**src/rtl/core/rtcfc_pkg.sv**
```systemverilog
// Package for the RTC time/date format converter.
// Holds command codes, register indexes, payload structs and BCD/calendar helpers.
// No dependencies.
package rtcfc_pkg;

   localparam int CSR_ADDR_W = 3;
   localparam int CSR_DATA_W = 32;

   localparam logic REG_BINARY_MODE = 1'b0;
   localparam logic REG_HOUR24_MODE = 1'b1;

   localparam logic [7:0]  PM_FLAG      = 8'h80;
   localparam logic [7:0]  HOUR_MAX     = 8'd23;
   localparam logic [7:0]  MINSEC_MAX   = 8'd59;
   localparam logic [6:0]  HOURS_HALF   = 7'd12;
   localparam logic [7:0]  CENTURY_LO   = 8'd19;
   localparam logic [7:0]  CENTURY_HI   = 8'd99;
   localparam logic [6:0]  CENTURY_DEF  = 7'd20;
   localparam logic [15:0] YEAR_MIN     = 16'd1980;
   localparam logic [15:0] YEAR_MAX     = 16'd2099;
   localparam logic [15:0] YEAR_2000    = 16'd2000;
   localparam logic [15:0] YEAR_1900    = 16'd1900;

   typedef enum logic [1:0] {
      CMD_DECODE_TIME = 2'd0,
      CMD_DECODE_DATE = 2'd1,
      CMD_ENCODE_TIME = 2'd2,
      CMD_ENCODE_DATE = 2'd3
   } cmd_type;

   typedef struct packed {
      logic binary;
      logic hour24;
   } mode_type;

   typedef struct packed {
      cmd_type     cmd;
      logic [7:0]  first_field;
      logic [7:0]  second_field;
      logic [7:0]  third_field;
      logic [7:0]  century_field;
      logic [15:0] year_field;
   } req_type;

   typedef struct packed {
      logic        ok;
      logic [7:0]  first_out;
      logic [7:0]  second_out;
      logic [7:0]  third_out;
      logic [7:0]  century_out;
      logic [15:0] year_out;
   } rsp_type;

   // high digit times ten plus low digit; bad digits pass through unchecked
   function automatic logic [7:0] from_bcd(input logic [7:0] b);
      logic [7:0] hi8;
      logic [7:0] hi2;
      hi8 = {1'b0, b[7:4], 3'b000};
      hi2 = {3'b000, b[7:4], 1'b0};
      return hi8 + hi2 + {4'b0000, b[3:0]};
   endfunction

   // valid for v up to 99: tens by reciprocal multiply
   function automatic logic [7:0] to_bcd(input logic [6:0] v);
      logic [14:0] prod;
      logic [3:0]  tens;
      logic [6:0]  tens10;
      logic [6:0]  ones;
      prod   = {8'b0, v} * 15'd205;
      tens   = prod[14:11];
      tens10 = {tens, 3'b000} + {2'b00, tens, 1'b0};
      ones   = v - tens10;
      return {tens, ones[3:0]};
   endfunction

   function automatic logic [4:0] month_last_day(input logic [3:0] m, input logic leap);
      logic [4:0] d;
      case (m)
         4'd2: begin
            d = leap ? 5'd29 : 5'd28;
         end
         4'd4, 4'd6, 4'd9, 4'd11: begin
            d = 5'd30;
         end
         default: begin
            d = 5'd31;
         end
      endcase
      return d;
   endfunction

endpackage

```
**src/rtl/core/rtcfc_csr.sv**
```systemverilog
// Configuration registers of the RTC format converter: binary and 24-hour modes.
// APB-style write/read port. Depends on rtcfc_pkg.
module rtcfc_csr import rtcfc_pkg::*; (
   input  logic                  clock,
   input  logic                  reset,
   input  logic                  psel,
   input  logic                  penable,
   input  logic                  pwrite,
   input  logic [CSR_ADDR_W-1:0] paddr,
   input  logic [CSR_DATA_W-1:0] pwdata,
   output logic [CSR_DATA_W-1:0] prdata,
   output logic                  pready,
   output mode_type              mode
);

   mode_type mode_ff;
   mode_type mode_in;
   logic     wr_en;

   assign pready = 1'b1;
   assign wr_en  = psel & penable & pwrite & pready;

   always_comb begin
      mode_in = mode_ff;
      if (wr_en) begin
         if (paddr[2] == REG_BINARY_MODE) begin
            mode_in.binary = pwdata[0];
         end else begin
            mode_in.hour24 = pwdata[0];
         end
      end
   end

   always_ff @(posedge clock) begin
      if (reset) begin
         mode_ff <= '0;
      end else begin
         mode_ff <= mode_in;
      end
   end

   always_comb begin
      prdata = '0;
      if (paddr[2] == REG_HOUR24_MODE) begin
         prdata[0] = mode_ff.hour24;
      end else begin
         prdata[0] = mode_ff.binary;
      end
   end

   assign mode = mode_ff;

endmodule

```
**src/rtl/core/rtcfc_conv.sv**
```systemverilog
// Conversion datapath: decode/encode of time and date register bytes, range checks.
// Purely combinational, sits between the request and result registers. Depends on rtcfc_pkg.
module rtcfc_conv import rtcfc_pkg::*; (
   input  mode_type mode,
   input  req_type  req,
   output rsp_type  rsp
);

   // decode time
   logic [7:0] dt_s;
   logic [7:0] dt_m;
   logic [7:0] dt_hbcd;
   logic [7:0] dt_h8;
   logic [6:0] dt_h7;
   logic [6:0] dt_h;
   logic       dt_ok;

   // decode date
   logic [7:0]  dd_d;
   logic [7:0]  dd_m;
   logic [7:0]  dd_y;
   logic [7:0]  dd_c;
   logic [6:0]  dd_csel;
   logic [13:0] dd_full;
   logic [1:0]  dd_yq;
   logic [7:0]  dd_yr;
   logic [7:0]  dd_cy;
   logic        dd_leap;
   logic        dd_mok;
   logic        dd_ok;

   // encode time
   logic       et_ok;
   logic       et_pm;
   logic [6:0] et_h12;
   logic [6:0] et_hval;
   logic       et_hpm;
   logic [7:0] et_s;
   logic [7:0] et_m;
   logic [7:0] et_h;

   // encode date
   logic        ed_mok;
   logic        ed_ok;
   logic        ed_lo;
   logic [15:0] ed_ydiff;
   logic [6:0]  ed_y;
   logic [6:0]  ed_c;
   logic [7:0]  ed_d_o;
   logic [7:0]  ed_m_o;
   logic [7:0]  ed_y_o;
   logic [7:0]  ed_c_o;

   always_comb begin
      dt_s    = mode.binary ? req.first_field  : from_bcd(req.first_field);
      dt_m    = mode.binary ? req.second_field : from_bcd(req.second_field);
      dt_hbcd = from_bcd({1'b0, req.third_field[6:0]});
      dt_h8   = mode.binary ? req.third_field : {req.third_field[7], dt_hbcd[6:0]};
      dt_h7   = dt_h8[6:0];
      dt_h    = dt_h7;
      if (!mode.hour24) begin
         if (dt_h8[7] && (dt_h7 < HOURS_HALF)) begin
            dt_h = dt_h7 + HOURS_HALF;
         end else if (!dt_h8[7] && (dt_h7 == HOURS_HALF)) begin
            dt_h = '0;
         end
      end
      dt_ok = ({1'b0, dt_h} <= HOUR_MAX) && (dt_m <= MINSEC_MAX) && (dt_s <= MINSEC_MAX);
   end

   always_comb begin
      dd_d    = mode.binary ? req.first_field   : from_bcd(req.first_field);
      dd_m    = mode.binary ? req.second_field  : from_bcd(req.second_field);
      dd_y    = mode.binary ? req.third_field   : from_bcd(req.third_field);
      dd_c    = mode.binary ? req.century_field : from_bcd(req.century_field);
      dd_csel = ((dd_c >= CENTURY_LO) && (dd_c <= CENTURY_HI)) ? dd_c[6:0] : CENTURY_DEF;
      dd_full = {7'b0, dd_csel} * 14'd100 + {6'b0, dd_y};
      if (dd_y >= 8'd200) begin
         dd_yq = 2'd2;
         dd_yr = dd_y - 8'd200;
      end else if (dd_y >= 8'd100) begin
         dd_yq = 2'd1;
         dd_yr = dd_y - 8'd100;
      end else begin
         dd_yq = 2'd0;
         dd_yr = dd_y;
      end
      dd_cy   = {1'b0, dd_csel} + {6'b0, dd_yq};
      dd_leap = (dd_yr == 8'd0) ? (dd_cy[1:0] == 2'b00) : (dd_y[1:0] == 2'b00);
      dd_mok  = (dd_m >= 8'd1) && (dd_m <= 8'd12);
      dd_ok   = dd_mok && (dd_d >= 8'd1) &&
                (dd_d <= {3'b000, month_last_day(dd_m[3:0], dd_leap)});
   end

   always_comb begin
      et_ok   = (req.third_field <= HOUR_MAX) && (req.second_field <= MINSEC_MAX) &&
                (req.first_field <= MINSEC_MAX);
      et_pm   = req.third_field[6:0] >= HOURS_HALF;
      et_h12  = et_pm ? (req.third_field[6:0] - HOURS_HALF) : req.third_field[6:0];
      if (et_h12 == 7'd0) begin
         et_h12 = HOURS_HALF;
      end
      et_hval = mode.hour24 ? req.third_field[6:0] : et_h12;
      et_hpm  = !mode.hour24 && et_pm;
      if (mode.binary) begin
         et_s = req.first_field;
         et_m = req.second_field;
         et_h = {et_hpm, et_hval};
      end else begin
         et_s = to_bcd(req.first_field[6:0]);
         et_m = to_bcd(req.second_field[6:0]);
         et_h = to_bcd(et_hval) | (et_hpm ? PM_FLAG : 8'h00);
      end
   end

   always_comb begin
      ed_mok   = (req.second_field >= 8'd1) && (req.second_field <= 8'd12);
      ed_ok    = (req.year_field >= YEAR_MIN) && (req.year_field <= YEAR_MAX) && ed_mok &&
                 (req.first_field >= 8'd1) &&
                 (req.first_field <=
                  {3'b000, month_last_day(req.second_field[3:0], req.year_field[1:0] == 2'b00)});
      ed_lo    = req.year_field < YEAR_2000;
      ed_ydiff = req.year_field - (ed_lo ? YEAR_1900 : YEAR_2000);
      ed_y     = ed_ydiff[6:0];
      ed_c     = ed_lo ? 7'd19 : 7'd20;
      if (mode.binary) begin
         ed_d_o = req.first_field;
         ed_m_o = req.second_field;
         ed_y_o = {1'b0, ed_y};
         ed_c_o = {1'b0, ed_c};
      end else begin
         ed_d_o = to_bcd(req.first_field[6:0]);
         ed_m_o = to_bcd(req.second_field[6:0]);
         ed_y_o = to_bcd(ed_y);
         ed_c_o = to_bcd(ed_c);
      end
   end

   always_comb begin
      rsp = '0;
      case (req.cmd)
         CMD_DECODE_TIME: begin
            if (dt_ok) begin
               rsp.ok         = 1'b1;
               rsp.first_out  = dt_s;
               rsp.second_out = dt_m;
               rsp.third_out  = {1'b0, dt_h};
            end
         end
         CMD_DECODE_DATE: begin
            if (dd_ok) begin
               rsp.ok         = 1'b1;
               rsp.first_out  = dd_d;
               rsp.second_out = dd_m;
               rsp.year_out   = {2'b00, dd_full};
            end
         end
         CMD_ENCODE_TIME: begin
            if (et_ok) begin
               rsp.ok         = 1'b1;
               rsp.first_out  = et_s;
               rsp.second_out = et_m;
               rsp.third_out  = et_h;
            end
         end
         CMD_ENCODE_DATE: begin
            if (ed_ok) begin
               rsp.ok          = 1'b1;
               rsp.first_out   = ed_d_o;
               rsp.second_out  = ed_m_o;
               rsp.third_out   = ed_y_o;
               rsp.century_out = ed_c_o;
            end
         end
         default: begin
            rsp = '0;
         end
      endcase
   end

endmodule

```
**src/rtl/core/rtc_time_date_format_converter_top.sv**
```systemverilog
// Channel   | Signals                                   | Transfer
// ----------+-------------------------------------------+----------------------------------
// request   | start, busy, req_cmd, req_*_field         | start high and busy low at edge
// response  | rsp_strobe, rsp_ok, rsp_*_out             | one cycle per strobe, no stall
// csr       | psel, penable, pwrite, paddr, pwdata, ... | write on psel&penable&pwrite&pready
//
// One transaction per cycle; an accepted request passes through the request register, then the
// conversion logic into the result register, and rsp_strobe rises while the result register
// holds that result. busy is never asserted.
// Synchronous active-high reset clears the valid flags and modes.
// Top level of the RTC format converter. Depends on rtcfc_pkg, rtcfc_csr, rtcfc_conv.
module rtc_time_date_format_converter_top import rtcfc_pkg::*; (
   input  logic                  clock,
   input  logic                  reset,
   input  logic                  start,
   output logic                  busy,
   input  logic [1:0]            req_cmd,
   input  logic [7:0]            req_first_field,
   input  logic [7:0]            req_second_field,
   input  logic [7:0]            req_third_field,
   input  logic [7:0]            req_century_field,
   input  logic [15:0]           req_year_field,
   output logic                  rsp_strobe,
   output logic                  rsp_ok,
   output logic [7:0]            rsp_first_out,
   output logic [7:0]            rsp_second_out,
   output logic [7:0]            rsp_third_out,
   output logic [7:0]            rsp_century_out,
   output logic [15:0]           rsp_year_out,
   input  logic                  psel,
   input  logic                  penable,
   input  logic                  pwrite,
   input  logic [CSR_ADDR_W-1:0] paddr,
   input  logic [CSR_DATA_W-1:0] pwdata,
   output logic [CSR_DATA_W-1:0] prdata,
   output logic                  pready
);

   mode_type mode;
   req_type  req_in;
   req_type  req_ff;
   logic     req_valid_in;
   logic     req_valid_ff;
   rsp_type  conv_rsp;
   rsp_type  rsp_ff;
   logic     rsp_valid_ff;

   assign busy = 1'b0;

   rtcfc_csr u_csr (
      .clock   (clock),
      .reset   (reset),
      .psel    (psel),
      .penable (penable),
      .pwrite  (pwrite),
      .paddr   (paddr),
      .pwdata  (pwdata),
      .prdata  (prdata),
      .pready  (pready),
      .mode    (mode)
   );

   always_comb begin
      req_valid_in         = start & ~busy;
      req_in.cmd           = cmd_type'(req_cmd);
      req_in.first_field   = req_first_field;
      req_in.second_field  = req_second_field;
      req_in.third_field   = req_third_field;
      req_in.century_field = req_century_field;
      req_in.year_field    = req_year_field;
   end

   always_ff @(posedge clock) begin
      if (reset) begin
         req_valid_ff <= 1'b0;
         rsp_valid_ff <= 1'b0;
      end else begin
         req_valid_ff <= req_valid_in;
         rsp_valid_ff <= req_valid_ff;
      end
   end

   always_ff @(posedge clock) begin
      if (req_valid_in) begin
         req_ff <= req_in;
      end
      if (req_valid_ff) begin
         rsp_ff <= conv_rsp;
      end
   end

   rtcfc_conv u_conv (
      .mode (mode),
      .req  (req_ff),
      .rsp  (conv_rsp)
   );

   assign rsp_strobe      = rsp_valid_ff;
   assign rsp_ok          = rsp_ff.ok;
   assign rsp_first_out   = rsp_ff.first_out;
   assign rsp_second_out  = rsp_ff.second_out;
   assign rsp_third_out   = rsp_ff.third_out;
   assign rsp_century_out = rsp_ff.century_out;
   assign rsp_year_out    = rsp_ff.year_out;

endmodule

```
**config.mk**
```make
export PLATFORM = sky130hd
export DESIGN_NAME = rtc_time_date_format_converter_top
export DESIGN_NICKNAME = d
export VERILOG_FILES = /design/src/rtl/core/rtcfc_pkg.sv /design/src/rtl/core/rtcfc_csr.sv /design/src/rtl/core/rtcfc_conv.sv /design/src/rtl/core/rtc_time_date_format_converter_top.sv
export SDC_FILE = /design/constraint.sdc
export NUM_CORES = 1
export LEC_CHECK = 0
export BUFFER_PORTS_ARGS = -buffer_cell sky130_fd_sc_hd__buf_2
export CORE_ASPECT_RATIO = 2
export CORE_MARGIN = 1.5
export CORE_UTILIZATION = 45
export DETAILED_ROUTE_END_ITERATION = 16
export PLACE_DENSITY = 0.73
export SLEW_MARGIN = 20
export SYNTH_ARGS = -nofsm -noshare
export SYNTH_HDL_FRONTEND = slang
export SYNTH_SLANG_ARGS = --single-unit
```
**constraint.sdc**
```tcl
create_clock -name clock -period 11.9 [get_ports clock]
set_clock_uncertainty 0.05 [all_clocks]
set_input_delay 1.19 -clock clock [delete_from_list [all_inputs] [get_ports clock]]
set_output_delay 1.19 -clock clock [all_outputs]
set_load 0.02 [all_outputs]
```
# Word-level counts from Yosys, hierarchy flattened
# Cells that the tools add are included.
classes:
  addsub: 27
  multipliers: 6
  reduce_logical: 31
  n_mux: 36
  n_bitwise: 6
  magnitude_cmp: 23
  eq_ne: 14
op_table:
  columns: ["operator", "count"]
  rows:
  - ["8-bit 2-to-1 mux", 12]
  - ["17-bit one-hot mux with 4 select lines", 1]
  - ["7-bit by 8-bit multiplier with 15-bit output (second input constant)", 4]
  - ["7-bit 2-to-1 mux", 8]
  - ["25-bit 2-to-1 mux", 2]
  - ["33-bit 2-to-1 mux", 1]
  - ["7-bit by 5-bit adder with 8-bit output", 4]
  - ["8-bit by 4-bit adder with 8-bit output", 4]
  - ["8-bit by 1-bit greater-or-equal comparator with 1-bit output (second input constant)", 4]
  - ["8-bit by 6-bit <= comparator with 1-bit output (second input constant)", 4]
  - ["8-bit one-hot mux with 3 select lines", 1]
  - ["4-bit adder", 5]
  - ["5-bit one-hot mux with 2 select lines", 2]
  - ["4-bit subtractor", 5]
  - ["17-bit 2-to-1 mux", 1]
  - ["4-bit by 3-bit equality test with 1-bit output (second input constant)", 4]
  - ["4-bit equality test (second input constant)", 4]
  - ["16-bit by 11-bit greater-or-equal comparator with 1-bit output (second input constant)", 1]
  - ["16-bit by 12-bit <= comparator with 1-bit output (second input constant)", 1]
  - ["8-bit by 4-bit <= comparator with 1-bit output (second input constant)", 2]
  - ["8-bit by 5-bit <= comparator with 1-bit output", 2]
  - ["1-bit logical AND", 16]
  - ["16-bit by 11-bit less-than comparator with 1-bit output (second input constant)", 1]
  - ["14-bit by 8-bit adder with 14-bit output", 1]
  - ["other kinds (36)", 53]
totals:
  elab_cells: 161
  regBits: 103
  in_bits: 91

# Longest topological paths before layout
# Gate-level depths: netlist (run 1).
depth:
  ltp_word: 15
  depth_mapped: 28

# By module
# A second synthesis (run 1) with hierarchy kept.
hier_totals:
  cells_unflattened: 1149
  area_unflattened_um2: 11548.6
by_module_without_submodules:
  columns: ["module", "cells_each", "area_per_inst_um2", "n_inst"]
  rows:
  - ["rtcfc_conv", 1000, 8159.1, 1]
  - ["rtc_time_date_format_converter_top", 105, 3036.7, 1]
  - ["rtcfc_csr", 44, 352.8, 1]

# Least setup slack after synthesis (run 1)
# Ideal clock, no wire load.
synth_path:
  path_kind: "register to register"
  from: "register req_ff[13] (netlist name)"
  to: "register rsp_ff, in the netlist rsp_third_out[3] (data pin)"
  setup_ps: 271
  t_arrival_ps: 6376
  required_time_ps: 11579
  n_path_buf: 0
  synth_period_minus_slack_ps: 6697
  path_slack_ps: 5203
  path_stages_with_launch: 29
  cell_sequence: "edfxtp_1 > or4_1 > nor2_1 > o21ai_0 > inv_1 > ha_1 > inv_1 > fa_1 > a21o_1 > a21oi_1 > xnor2_1 > ha_1 > ha_1 > fa_1 > inv_1 > fa_1 > inv_1 > ha_1 > or3_1 > a41oi_1 > o31ai_1 > a21oi_1 > xnor2_1 > ha_1 > a21oi_1 > xnor2_1 > xnor2_1 > a222oi_1 > o31ai_1"
synth_rtl:
  columns: ["item", "line", "source"]
  rows:
  - ["from (decl)", "rtc_time_date_format_converter_top.sv:41", "req_type req_ff;"]
  - ["from (signal assigned)", "rtc_time_date_format_converter_top.sv:85", "req_ff <= req_in;"]
  - ["to (signal assigned)", "rtc_time_date_format_converter_top.sv:88", "rsp_ff <= conv_rsp;"]
  - ["to (decl)", "rtc_time_date_format_converter_top.sv:45", "rsp_type rsp_ff;"]

==> impl_metrics.csv, run 1 <==
group,metric,value,unit
status,outcome,"completed",
timing,max_freq,132,MHz
route,routedWlPerCell,16.7,µm
final_layout,area_growth,8.56,%
synth,ys_ff_latch,99,
floorplan,io_pins,175,
floorplan,coreArea,25000,µm²
critical_path,worst-path-stages,29,
hold_path,worst_hold_path.num_cells,2,
clocking,htree_levels,3,
critical_path,r2r_cells,29,
route,viasPerCell,5.49,
critical_path,start_kind,"flip-flop",
clocking,cts_sinks,99,
synth,synth_commonest_cells,"ha_1 (244), inv_1 (151), edfxtp_1 (95)",
route,ant_nets,0,
global_route,antenna_found_initial,0,
synth,synth_edf_count,95,
critical_path,cp_common_cell,"ha_1",
placed_design,dp.cells,1563,
final_layout,antennaDiodeCount,0,
floorplan,initial_core_util,45.8,%
synth,synthFlopType,"edfxtp_1",
global_route,grt_overflow,0,
critical_path,end_kind,"flip-flop",
global_route,track_usage,20.9,%
synth,syn_avg_cell_area,9.99,µm²
critical_path,slowest_delay,0.66,ns
hold_path,hold_path.class,"reg -> reg",
final_layout,nFillCells,2342,
final_layout,drive_above_1_share,13.8,%
timing,rsz0062_at_grt,"false",
critical_path,critical_path_class,"reg -> reg",
timing,relSlewSlack,38.3,%
critical_path,critical_path_required,11.95,ns
timing,hold_violations,0,
clocking,cts_inserted_buffers,9,
critical_path,reg2reg_setup_slack,4.30,ns
synth,yosys_warnings,0,
route,routed_wl,26.4,mm
synth,yosysSeqAreaShare,25.6,%
placed_design,dp_hpwl,21.6,mm
timing,worst_pin_slew,0.923,ns
clocking,clk_path_buf_depth,2,
route,via_count,8666,
clocking,root_buffer,"clkbuf_16",
synth,synth_cells,1146,
critical_path,cpLargestDelayFamily,"adder cells",
floorplan,floorplan.die_area,26500,µm²
route,drc,0,
job,maxCapViolations,0,
global_route,grt_max_degree,79,
global_route,grt_pass1_wl,42.7,mm
timing,setup_violations,0,
clocking,post_cts_resized,0,
critical_path,path_max_fanout,5,
critical_path,cp_slowest_cell,"or4_1",
synth,yosys.area.top_type,"ha_1",
synth,yosysMostFrequentCell,"ha_1",
clocking,holdBufCountCts,0,
floorplan,num_rows,82,
power_and_ir_drop,ir_worst_vdd,0.000223,V
final_layout,fin_area,12400,µm²
timing,min_period,7.60,ns
route,firstDrtPassIters,5,
global_route,first_global_vias,8942,
synth,netlist.area_leader.share,26.7,%
placed_design,port_buffers,104,
timing,setup_tns,0,ns
power_and_ir_drop,finalPower,0.00232,W
power_and_ir_drop,p_leak,5.89,nW
power_and_ir_drop,p_per_area,186,nW/µm²
synth,async_reset_ff_share,0,%
synth,synth_cell_types,93,
clocking,cts.clk_slew.worst_paths,0.07,ns
synth,synth_area,11500,µm²
clocking,insertion_delay,0.38,ns
clocking,cts_setup_buffers,0,
final_layout,layout.cells.non_filler,1579,
placed_design,place_congestion,0.953,
critical_path,worstPathArrival,7.65,ns
synth,synthTopCellsByArea,"ha_1 (27%), edfxtp_1 (25%), fa_1 (7.7%)",
timing,min_period_over_period,63.8,%
clocking,cts_tree,"done",
final_layout,finalNetCount,1617,
timing,drv_slew,0,
placed_design,placed_cell_area,12100,µm²
floorplan,die_x,116,µm
route,drtIter0Drc,299,
floorplan,dieHeight,229,µm
final_layout,fin_util,49.7,%
critical_path,crit_buf_inv,5,
==> where the power goes <==
group / switching (W) / internal, W
Clock: 0.000143 / 0.000166
Combinational: 0.000883 / 0.000684
Sequential: 0.0000352 / 0.000406
Total: 0.00106 / 0.00126
==> flip-flops by register name, summed over array words and instances, names as in the netlist <==
signal           flops
req_valid_ff         1
rsp_century_out      6
rsp_first_out        8
rsp_second_out       8
req_ff              50
rsp_year_out        14
rsp_third_out        8
rsp_strobe           1
u_csr.mode           2
rsp_ok               1
==> final timing paths <==
| path | start | to |
|---|---|---|
| hold / removal | u_csr.mode[1] | u_csr.mode[1] |
| setup reg to reg | req_ff[13] | rsp_third_out[3] |
| setup / recovery | req_ff[13] | rsp_third_out[3] |
| hold reg to reg | u_csr.mode[1] | u_csr.mode[1] |
==> logic make-up after synthesis <==
group                    synth area share, %
other                                 0.0656
AO/OA/AOI/OAI                           14.5
buffers and inverters                   8.77
AND/OR/NAND/NOR                         10.4
XOR/XNOR                                5.04
multiplexers                            1.26
adder cells (fa/ha/maj)                 34.3
flip-flops                              25.6
==> stage by stage <==
stage	worst slack [ns]	hold WS [ns]
6_report	4.30	0.536
4_1_cts	4.34	0.533
3_5_place_dp	4.35	0.522
5_1_grt	3.89	0.578
3_3_place_gp	4.53	0.520
2_1_floorplan	5.20	0.614
==> area by class of cell <==
class	count	area, µm²	share of cell area, %
clock buffers	10	229	1.84
clock inverters	6	75.1	0.604
inverters	155	582	4.68
multi-input cells	866	7650	61.5
flip-flops and latches	99	2940	23.6
well taps	336	420	3.38
repair buffers	107	543	4.37
==> tightest hold or removal path: cells and delay by family (launching register included) <==
| family | cells | cell delay [ns] |
|---|---|---|
| AO/OA/AOI/OAI | 2 | 0.16 |
| flip-flops | 1 | 0.39 |
==> per-layer routing <==
metal  GRT usage (%)  up-vias  wire length (µm)
met5               0        -                 0
met4            13.9        0              1540
met3            2.76       86               866
met2            39.0      250             14500
met1            20.5     4136              9470
li1                -     4194                 -
==> cell usage in the layout (no fill, tap or decap), drive strengths merged, types with 37 or more instances in the layout <==
master  Yosys  layout
a21oi      54      54
buf        53     107
conb        2      37
edfxtp     95      95
fa         44      44
ha        244     244
inv       155     157
nand2      61      61
nor2       63      63
o21ai      48      48
xnor2      44      44
(Power assumes the default switching activity.)
==> run 2, diff against run 1 <==
Clock period 11.9 ns to 7.2 ns, I/O delays scaled along.
==> impl_metrics.csv, run 2 (synthesis gave the netlist of run 1 again) <==
group,metric,value,unit
status,outcome,"completed",
route,via_count,8744,
clocking,cts_inserted_buffers,9,
power_and_ir_drop,power_frac_comb,66.8,%
floorplan,coreArea,25000,µm²
power_and_ir_drop,switching_share,45.0,%
critical_path,path_max_fanout,3,
clocking,root_buffer,"clkbuf_16",
power_and_ir_drop,clockPowerShare,14.6,%
floorplan,initial_core_util,45.8,%
global_route,grt_max_degree,52,
critical_path,end_kind,"flip-flop",
floorplan,num_rows,82,
timing,min_period_over_period,96.4,%
critical_path,slowest_delay,0.55,ns
clocking,insertion_delay,0.39,ns
critical_path,start_kind,"flip-flop",
power_and_ir_drop,seqPwrFrac,18.6,%
timing,relSlewSlack,41.5,%
floorplan,io_pins,175,
critical_path,worstPathArrival,7.02,ns
critical_path,crit_buf_inv,4,
route,drc,0,
power_and_ir_drop,finalPower,0.00392,W
final_layout,antennaDiodeCount,0,
power_and_ir_drop,p_per_area,311,nW/µm²
final_layout,multi_input_area,7670,µm²
final_layout,layout_common_cells,"ha_1 (244), inv_1 (151), buf_2 (104), edfxtp_1 (95), nor2_1 (60)",
critical_path,critical_path_required,7.28,ns
clocking,cts_setup_buffers,0,
route,ant_nets,0,
floorplan,dieHeight,229,µm
power_and_ir_drop,cell_internal_pwr,0.00216,W
placed_design,place_congestion,0.946,
timing,setup_tns,0,ns
critical_path,critical_path_class,"reg -> reg",
final_layout,nFillCells,2294,
final_layout,fin_util,50.3,%
clocking,cts_sinks,99,
timing,setup_violations,0,
final_layout,fin_area,12600,µm²
global_route,track_usage,21.4,%
route,viasPerCell,5.50,
route,firstDrtPassIters,5,
clocking,holdBufCountCts,0,
route,routed_wl,27.0,mm
global_route,first_global_vias,8989,
final_layout,drive_above_1_share,15.0,%
global_route,antenna_found_initial,0,
global_route,grt_pass1_wl,43.5,mm
placed_design,dp_hpwl,22.1,mm
floorplan,floorplan.die_area,26500,µm²
final_layout,regArea,2940,µm²
critical_path,cp_common_cell,"ha_1",
floorplan,die_x,116,µm
timing,drv_slew,0,
global_route,grt_overflow,0,
route,routedWlPerCell,17.0,µm
clocking,cts.clk_slew.worst_paths,0.08,ns
placed_design,port_buffers,104,
timing,min_period,6.94,ns
clocking,cts_tree,"done",
route,drtIter0Drc,346,
timing,hold_violations,0,
final_layout,regMostFlops,"req_ff",
clocking,clk_path_buf_depth,2,
placed_design,placed_cell_area,12200,µm²
power_and_ir_drop,ir_worst_vdd,0.000309,V
timing,worst_pin_slew,0.866,ns
hold_path,hold_path.class,"in -> reg",
job,maxCapViolations,0,
final_layout,final_common_cell,"ha_1",
final_layout,layout.cells.non_filler,1591,
clocking,htree_levels,3,
timing,max_freq,144,MHz
placed_design,dp.cells,1575,
power_and_ir_drop,p_sw,0.00176,W
final_layout,finalNetCount,1629,
power_and_ir_drop,p_leak,5.98,nW
final_layout,largest_reg_flops,50,
critical_path,cpLargestDelayFamily,"adder cells",
final_layout,area_growth,9.98,%
clocking,post_cts_resized,0,
critical_path,cp_slowest_cell,"or4_1",
==> run 2: cell count changes in the layout (fill, tap and decap cells not counted), sizes merged <==
cell / before / now
clkinv: 0 / 2
bufinv: 1 / 3
buf: 107 / 119
clkbuf: 10 / 9
clkinvlp: 3 / 0
==> run 2: power by group through the flow <==
stage	registers [W]	clock network, W	logic (W)
floorplan	0.000735	0	0.00203
global placement	0.000741	0	0.00250
detailed placement	0.000742	0	0.00259
CTS	0.000730	0.000592	0.00261
global route	0.000735	0.000612	0.00299
finish	0.000729	0.000574	0.00262
==> run 2: cell type report <==
class,instances,share of cell area (%)
Multi-Input combinational cell,866,60.9
Sequential cell,99,23.3
Timing Repair Buffer,119,5.03
Inverter,155,4.62
Tap cell,336,3.34
Clock buffer,9,1.79
Clock inverter,7,0.983
==> run 2: path summary, 6_finish.rpt <==
check	startpoint	to	slack, ns	depth (start not counted)
max reg2reg	req_ff[13]	rsp_third_out[3]	0.26	28
max	req_ff[13]	rsp_third_out[3]	0.26	28
min	req_century_field[4]	req_ff[20]	0.46	1
min reg2reg	req_valid_ff	rsp_year_out[12]	0.74	0
==> run 2: routing by layer <==
metal  GRT usage (%)  vias to the layer above  wire [µm]
met2            40.2                      246      15100
met1            21.2                     4220       9460
li1                -                     4204          -
met4            12.1                        0       1390
met5               0                        -          0
met3            4.06                       74       1040
==> run 2: through the flow <==
| stage | worst slack [ns] | hold slack, ns |
|---|---|---|
| 2_1_floorplan | 0.503 | 0.614 |
| 3_3_place_gp | 0.284 | 0.730 |
| 5_1_grt | -0.0458 | 0.445 |
| 3_5_place_dp | 0.118 | 0.752 |
| 4_1_cts | 0.0976 | 0.439 |
| 6_report | 0.262 | 0.460 |
==> run 2: worst reg2reg max path: cells and delay by family, from the launching register on <==
kind            cells  cell delay, ns
fa+ha+maj           8            2.65
compound gates      9            1.77
simple gates        3            1.00
xor+xnor            4            0.59
flops               1            0.36
buf+inv             4            0.25
==> run 3, diff against run 2 <==
Clock period 7.2 ns to 7.25 ns, I/O delays scaled along.
==> impl_metrics.csv, run 3 (synthesis gave the netlist of run 1 again) <==
group,metric,value,unit
route,ant_nets,0,
route,drc,0,
clocking,cts_tree,"done",
global_route,antenna_found_initial,0,
route,routed_wl,26.4,mm
timing,fin_ws,0.474,ns
hold_path,hold_path.class,"in -> reg",
timing,relSlewSlack,43.1,%
floorplan,die_x,116,µm
clocking,cts_setup_buffers,0,
final_layout,regMostFlops,"req_ff",
critical_path,end_kind,"flip-flop",
final_layout,regArea,2940,µm²
final_layout,multi_input_area,7680,µm²
clocking,cts_sinks,99,
timing,min_period_over_period,93.5,%
placed_design,port_buffers,104,
power_and_ir_drop,ir_worst_vdd,0.000312,V
placed_design,place_congestion,0.959,
clocking,insertion_delay,0.37,ns
clocking,cts.clk_slew.worst_paths,0.07,ns
placed_design,dp_slack,0.214,ns
global_route,track_usage,20.9,%
critical_path,slowest_delay,0.56,ns
floorplan,dieHeight,229,µm
global_route,grt_max_degree,73,
clocking,clk_path_buf_depth,2,
power_and_ir_drop,p_leak,5.95,nW
critical_path,worstPathArrival,6.82,ns
final_layout,finalNetCount,1627,
critical_path,critical_path_required,7.30,ns
placed_design,dp_hpwl,21.8,mm
timing,setup_violations,0,
clocking,cts_inserted_buffers,9,
critical_path,path_max_fanout,3,
critical_path,cp_slowest_cell,"or4_1",
route,firstDrtPassIters,5,
critical_path,start_kind,"flip-flop",
clocking,root_buffer,"clkbuf_16",
final_layout,area_growth,9.71,%
route,drtIter0Drc,331,
clocking,htree_levels,3,
timing,drv_slew,0,
critical_path,cp_common_cell,"ha_1",
timing,max_freq,148,MHz
timing,worst_pin_slew,0.842,ns
final_layout,nFillCells,2358,
route,via_count,8709,
global_route,grt_overflow,0,
final_layout,drive_above_1_share,14.9,%
timing,rsz0062_at_grt,"false",
timing,hold_violations,0,
final_layout,antennaDiodeCount,0,
job,maxCapViolations,0,
timing,min_period,6.78,ns
route,routedWlPerCell,16.6,µm
timing,setup_tns,0,ns
final_layout,layout_common_cells,"ha_1 (244), inv_1 (151), buf_2 (104), edfxtp_1 (95), nor2_1 (60)",
global_route,grt_pass1_wl,42.5,mm
floorplan,initial_core_util,45.8,%
final_layout,largest_reg_flops,50,
floorplan,num_rows,82,
critical_path,critical_path_class,"reg -> reg",
global_route,first_global_vias,9010,
status,outcome,"completed",
route,viasPerCell,5.48,
final_layout,final_common_cell,"ha_1",
floorplan,floorplan.die_area,26500,µm²
power_and_ir_drop,p_per_area,305,nW/µm²
floorplan,io_pins,175,
floorplan,coreArea,25000,µm²
run 3: cell types whose count changed in the layout (fill, tap and decap cells not counted):
cell	previous run	this run
clkinvlp_4	0	3
buf_4	15	13
a41oi_1	4	3
a41oi_2	0	1
bufinv_16	3	2
clkinv_2	1	0
inv_8	1	0
run 3: where the power goes:
part	internal [W]	leakage [nW]	switching (W)
logic	0.00113	4.90	0.00145
clock network	0.000304	0.148	0.000224
registers	0.000667	0.906	0.0000576
total	0.00210	5.95	0.00173
run 3: metal layers:
layer  vias up  part of all wire, %  track usage, %
li1       4214                    -               -
met1      4128                   35            20.4
met2       274                   55            39.1
met3        93                  3.7            3.08
met4         0                  6.7            13.9
met5         -                    0               0
run 3: critical path: cells and delay by family, from the launching register on:
kind / cells / cell delay, ns
XOR/XNOR: 4 / 0.59
adder cells (fa/ha/maj): 8 / 2.61
flip-flops: 1 / 0.36
AND/OR/NAND/NOR: 3 / 1.03
buffers and inverters: 4 / 0.24
AO/OA/AOI/OAI: 9 / 1.63
run 3: area by class of cell:
| cell class | count | area share (%) |
|---|---|---|
| multi-input combinational | 866 | 61.1 |
| sequential | 99 | 23.4 |
| timing repair buffer | 117 | 4.92 |
| inverter | 155 | 4.63 |
| tap | 336 | 3.35 |
| clock buffer | 9 | 1.79 |
| clock inverter | 7 | 0.797 |
run 3: per-stage QoR:
step	std cells	power [W]	utilization (%)	cell area (µm²)	hold slack, ns
finish	1589	0.00384	50.2	12600	0.472
global route	1589	0.00425	50.2	12600	0.462
CTS	1589	0.00386	50.0	12500	0.449
detailed placement	1573	0.00330	48.7	12200	0.627
global placement	1573	0.00321	48.7	12200	0.640
floorplan	1181	0.00275	-	11600	0.614
run 3: worst paths after layout:
path,start,endpoint,slack (ns),depth (start not counted)
hold reg to reg,u_csr.mode[1],u_csr.mode[1],0.65,2
setup / recovery,req_ff[13],rsp_third_out[3],0.47,28
setup reg to reg,req_ff[13],rsp_third_out[3],0.47,28
hold / removal,req_century_field[1],req_ff[17],0.47,1
run 3: repair_timing:
item,in CTS,in global routing
endpoints found under the setup margin,0,1
hold buffers,0,0
gates resized for setup,0,6
